<file path="src/hw/rtl/cpmd_pkg.sv">
// Shared constants, command and status types of the closest pair unit.
package cpmd_pkg;

  // Capacity of the value store and the widths that follow from it.
  localparam int MAX_ITEMS = 4096;
  localparam int ADDR_W    = $clog2(MAX_ITEMS);
  localparam int IDX_W     = $clog2(MAX_ITEMS + 1);

  // Fixed field widths.
  localparam int VAL_W = 27;
  localparam int CNT_W = 13;

  // Stream payload layout.
  localparam int IN_DATA_W  = 32;
  localparam int OUT_DATA_W = 96;
  localparam int OUT_USER_W = 2;

  localparam int FIRST_LSB  = 0;
  localparam int SECOND_LSB = FIRST_LSB + VAL_W;
  localparam int DIFF_LSB   = SECOND_LSB + VAL_W;
  localparam int COUNT_LSB  = DIFF_LSB + VAL_W;
  localparam int PAYLOAD_W  = COUNT_LSB + CNT_W;

  localparam int USER_FOUND_BIT = 0;
  localparam int USER_OVF_BIT   = 1;

  // Controller states, one-hot.
  typedef enum logic [4:0] {
    ST_LOAD    = 5'b00001,
    ST_START   = 5'b00010,
    ST_FETCH_A = 5'b00100,
    ST_SCAN    = 5'b01000,
    ST_PUBLISH = 5'b10000
  } cpmd_state_e;

  // Commands from the controller to the datapath.
  typedef struct packed {
    logic accept;    // take input requests into the store
    logic rd_first;  // restart the outer index at zero and read it
    logic cap_a;     // latch the outer value and read the first inner one
    logic cmp;       // compare the outer value with the current inner one
    logic adv_j;     // step the inner index
    logic adv_i;     // step the outer index
    logic publish;   // load the result register and empty the set
  } cpmd_cmd_t;

  // Status from the datapath to the controller.
  typedef struct packed {
    logic few_items; // fewer than two items held
    logic inner_end; // inner index is at the last held item
    logic outer_end; // outer index is at the second to last held item
    logic out_free;  // result register can take a new request
  } cpmd_status_t;

endpackage

</file>
<file path="src/hw/rtl/cpmd_ctrl.sv">
// Controller state machine that sequences loading, the pair scan and publishing.
module cpmd_ctrl (
  input  logic                  clk_i,
  input  logic                  rst_ni,
  input  logic                  in_valid_i,
  input  logic                  in_last_i,
  input  cpmd_pkg::cpmd_status_t status_i,
  output cpmd_pkg::cpmd_cmd_t    cmd_o
);

  cpmd_pkg::cpmd_state_e state_q, state_d;

  // State register.
  always_ff @(posedge clk_i or negedge rst_ni) begin
    if (!rst_ni) begin
      state_q <= cpmd_pkg::ST_LOAD;
    end else begin
      state_q <= state_d;
    end
  end

  // Next state and command decode.
  always_comb begin
    state_d = state_q;
    cmd_o   = '0;
    unique case (state_q)
      cpmd_pkg::ST_LOAD: begin
        cmd_o.accept = 1'b1;
        if (in_valid_i && in_last_i) begin
          state_d = cpmd_pkg::ST_START;
        end
      end
      cpmd_pkg::ST_START: begin
        if (status_i.few_items) begin
          state_d = cpmd_pkg::ST_PUBLISH;
        end else begin
          cmd_o.rd_first = 1'b1;
          state_d        = cpmd_pkg::ST_FETCH_A;
        end
      end
      cpmd_pkg::ST_FETCH_A: begin
        cmd_o.cap_a = 1'b1;
        state_d     = cpmd_pkg::ST_SCAN;
      end
      cpmd_pkg::ST_SCAN: begin
        cmd_o.cmp = 1'b1;
        if (status_i.inner_end) begin
          if (status_i.outer_end) begin
            state_d = cpmd_pkg::ST_PUBLISH;
          end else begin
            cmd_o.adv_i = 1'b1;
            state_d     = cpmd_pkg::ST_FETCH_A;
          end
        end else begin
          cmd_o.adv_j = 1'b1;
        end
      end
      cpmd_pkg::ST_PUBLISH: begin
        if (status_i.out_free) begin
          cmd_o.publish = 1'b1;
          state_d       = cpmd_pkg::ST_LOAD;
        end
      end
      default: begin
        state_d = cpmd_pkg::ST_LOAD;
      end
    endcase
  end

endmodule

</file>
<file path="config.mk">
export PLATFORM = sky130hd
export DESIGN_NAME = cpmd_ctrl
export DESIGN_NICKNAME = d
export VERILOG_FILES = /design/src/hw/rtl/cpmd_pkg.sv /design/src/hw/rtl/cpmd_ctrl.sv
export SDC_FILE = /design/constraint.sdc
export NUM_CORES = 1
export LEC_CHECK = 0
export BUFFER_PORTS_ARGS = -buffer_cell sky130_fd_sc_hd__buf_2
export CORE_AREA = 4 4 41 43
export DETAILED_ROUTE_END_ITERATION = 12
export DIE_AREA = 0 0 45 47
export GPL_TIMING_DRIVEN = 0
export PLACE_DENSITY = 0.47
export SYNTH_ARGS = -nofsm -noshare
export SYNTH_HDL_FRONTEND = slang
export SYNTH_SLANG_ARGS = --single-unit
</file>
<file path="constraint.sdc">
create_clock -name clk_i -period 2.2 [get_ports clk_i]
set_clock_uncertainty 0.1 [all_clocks]
set_input_delay 0.11 -clock clk_i [delete_from_list [all_inputs] [get_ports clk_i]]
set_output_delay 0.11 -clock clk_i [all_outputs]
set_load 0.01 [all_outputs]
</file>
==> metrics.yaml <==
yosys:
  synthTopCellsByArea: "dfrtp_1 30%, dfstp_2 7.9%, nor2_1 7.9%, nor2b_1 5.7%, o21ai_0 4.5%"
  yosys_warnings: 0
  synth_edf_count: 0
  async_flop_share: 1.00
  avgSynthCellArea_um2: 8.29
  synth_cell_type_count: 23
  syn_inst: 40
  synth_seq_cells: 5
  syn_area_um2: 332
  syn_nets: 48
  yosys.area.top_type: "dfrtp_1"
  synth_seq_area_share: 0.381
  synth_most_common_cell: "nor2_1"
  synth.top_cell.area_share: 0.302
  synth_ff_type: "dfrtp_1"
  yosys-top-cells-count: "7 x nor2_1, 4 x dfrtp_1, 3 x nand2_1, 3 x nor2b_1, 3 x o21ai_0"
cts:
  clk_pin_slew_ps: 40
  cts.htree.levels: 1
  tritoncts: "yes"
  cts_hold_buf: 1
  postCtsSetupBuffers: 0
  insertion_delay_ps: 240
  cts_buffers: 3
  cts_root_buffer: "clkbuf_4"
  clock_sinks: 5
  post_cts_resized: 0
  cts_buffer_depth: 2
grt:
  globalRouteOverflowTotal: 0
  antenna_found_initial: 0
  grt_start_max_net_pins: 9
  grtUsageTotal: 0.0859
  grt_pass1_wl_um: 1230
  grt_pass1_vias: 307
setup_path:
  crit_arrival_ps: 1540
  cp-end-kind: "output pin"
  crit_required_ps: 1990
  start_kind: "flop"
  critPathKind: "reg -> out"
  path_max_fanout: 8
  timing.rr.start: "state_q[1]"
  startpoint: "state_q[2]"
floorplan:
  floorplan.initialDensity: 0.255
  die_w_um: 45
  die_area_um2: 2120
  core_um2: 1300
  io_pins: 15
  die_height_um: 47
  num_rows: 13
timing:
  tightest_slew_ps: 279
  relSlewSlack: 0.812
  slew_violations: 0
  fmax_mhz: 570
  final.setup.worst_slack_ps: 446
  min_period_ps: 1750
  grt_setup_unrepaired: "no"
  tns_ps: 0
  final_hold_viol_count: 0
  period_share: 0.797
  setup_viol: 0
  whs_ps: 31.5
hold_path:
  min_from: "in_last_i"
  holdCritPathClass: "in -> reg"
finish:
  fill_cells: 148
  diodes: 0
  stdcell_area_um2: 457
  top_regs: "state_q x5"
  largest_reg_flops: 5
  drive_above_1_share: 0.373
  regMostFlops: "state_q"
  syn_to_final_growth_pct: 37.7
  final_cells: 74
  fin_util: 0.351
  final_nets: 68
place:
  gp_congestion: 0.717
  dp.cells: 69
  place_area_um2: 420
  place_hpwl_um: 634
  portBuffers: 14
  pre_cts_ws_ps: 543
power:
  switchingPower_mw: 0.118
  power_frac_comb: 0.359
  power.share.switching: 0.323
  power_mw: 0.364
  clockPowerShare: 0.283
  leakagePower_nw: 0.228
  seq_power_share: 0.358
  intPower_mw: 0.246
  powerDensity_nw_per_um2: 797
  ir_drop_uv: 451
outcome:
  status: "finished, final reports clean"
routing:
  vias: 333
  first_pass_iters: 1
  ant_nets: 0
  via_per_inst: 4.50
  first_iter_violations: 0
  drc: 0
  drt-wirelength-per-cell_um: 9.97
  wirelength_um: 738
job:
  maxCapViolCount: 0
worst paths after layout:
| kind | endpoint | depth (start not counted) | slack [ps] |
|---|---|---|---|
| hold reg to reg | state_q[0] | 2 | 550 |
| setup / recovery | cmd_o[1] | 4 | 450 |
| min in group asynchronous | state_q[1] | 2 | 110 |
| hold / removal | state_q[1] | 2 | 30 |
| setup reg to reg | state_q[4] | 3 | 550 |
| max in group asynchronous | state_q[0] | 2 | 1680 |
cell families (layout without fill, tap and decap cells):
group,count (synthesis),in the layout,share of synthesized area
buf+inv,1,20,0.0113
compound gates,8,8,0.147
simple gates,26,26,0.460
flops,5,5,0.381
critical path, stage by stage (launching register included):
cell and delay, ps:
dfrtp_1 430, nor3_1 290, nand2_1 210, nor3b_1 210, buf_2 150
final cells by class:
class	count	area, um^2	area share
tap	15	18.8	0.0411
sequential	5	126	0.277
inverter	1	3.75	0.00822
multi-input combinational	34	201	0.441
timing repair buffer	15	80.1	0.175
clock buffer	4	26.3	0.0575
power by group through the flow:
stage / Combinational (mW) / Clock [mW] / Sequential [mW]
final: 0.131 / 0.103 / 0.130
after global routing: 0.145 / 0.120 / 0.134
after CTS: 0.133 / 0.110 / 0.131
after detailed placement: 0.132 / 0 / 0.132
after global placement: 0.133 / 0 / 0.133
after floorplan: 0.0939 / 0 / 0.128
layer usage:
metal | global-route usage | routed length (um) | vias up
li1 | - | - | 180
met1 | 0.0926 | 343 | 147
met2 | 0.130 | 356 | 6
met3 | 0.0383 | 38 | 0
met4 | 0.0702 | 0 | 0
met5 | 0 | 0 | -
placed cells by master (no fill, tap or decap):
cell type,instances
nand3b_1,1
a31oi_1,1
or4b_4,1
inv_1,1
or2_1,1
nand3_1,2
dlygate4sd3_1,1
and3_1,1
o21ai_2,1
o21ai_1,1
dfrtp_1,4
clkbuf_1,1
o22a_1,1
nor3b_1,2
and2b_2,1
nor3_1,1
dfstp_2,1
buf_2,14
or3_4,1
a21oi_1,1
nor2b_1,3
nand4_1,1
nand2_1,3
and2_1,1
nor2_1,7
o21ai_0,3
clkbuf_4,3
Power figures use the tool's default switching activity.
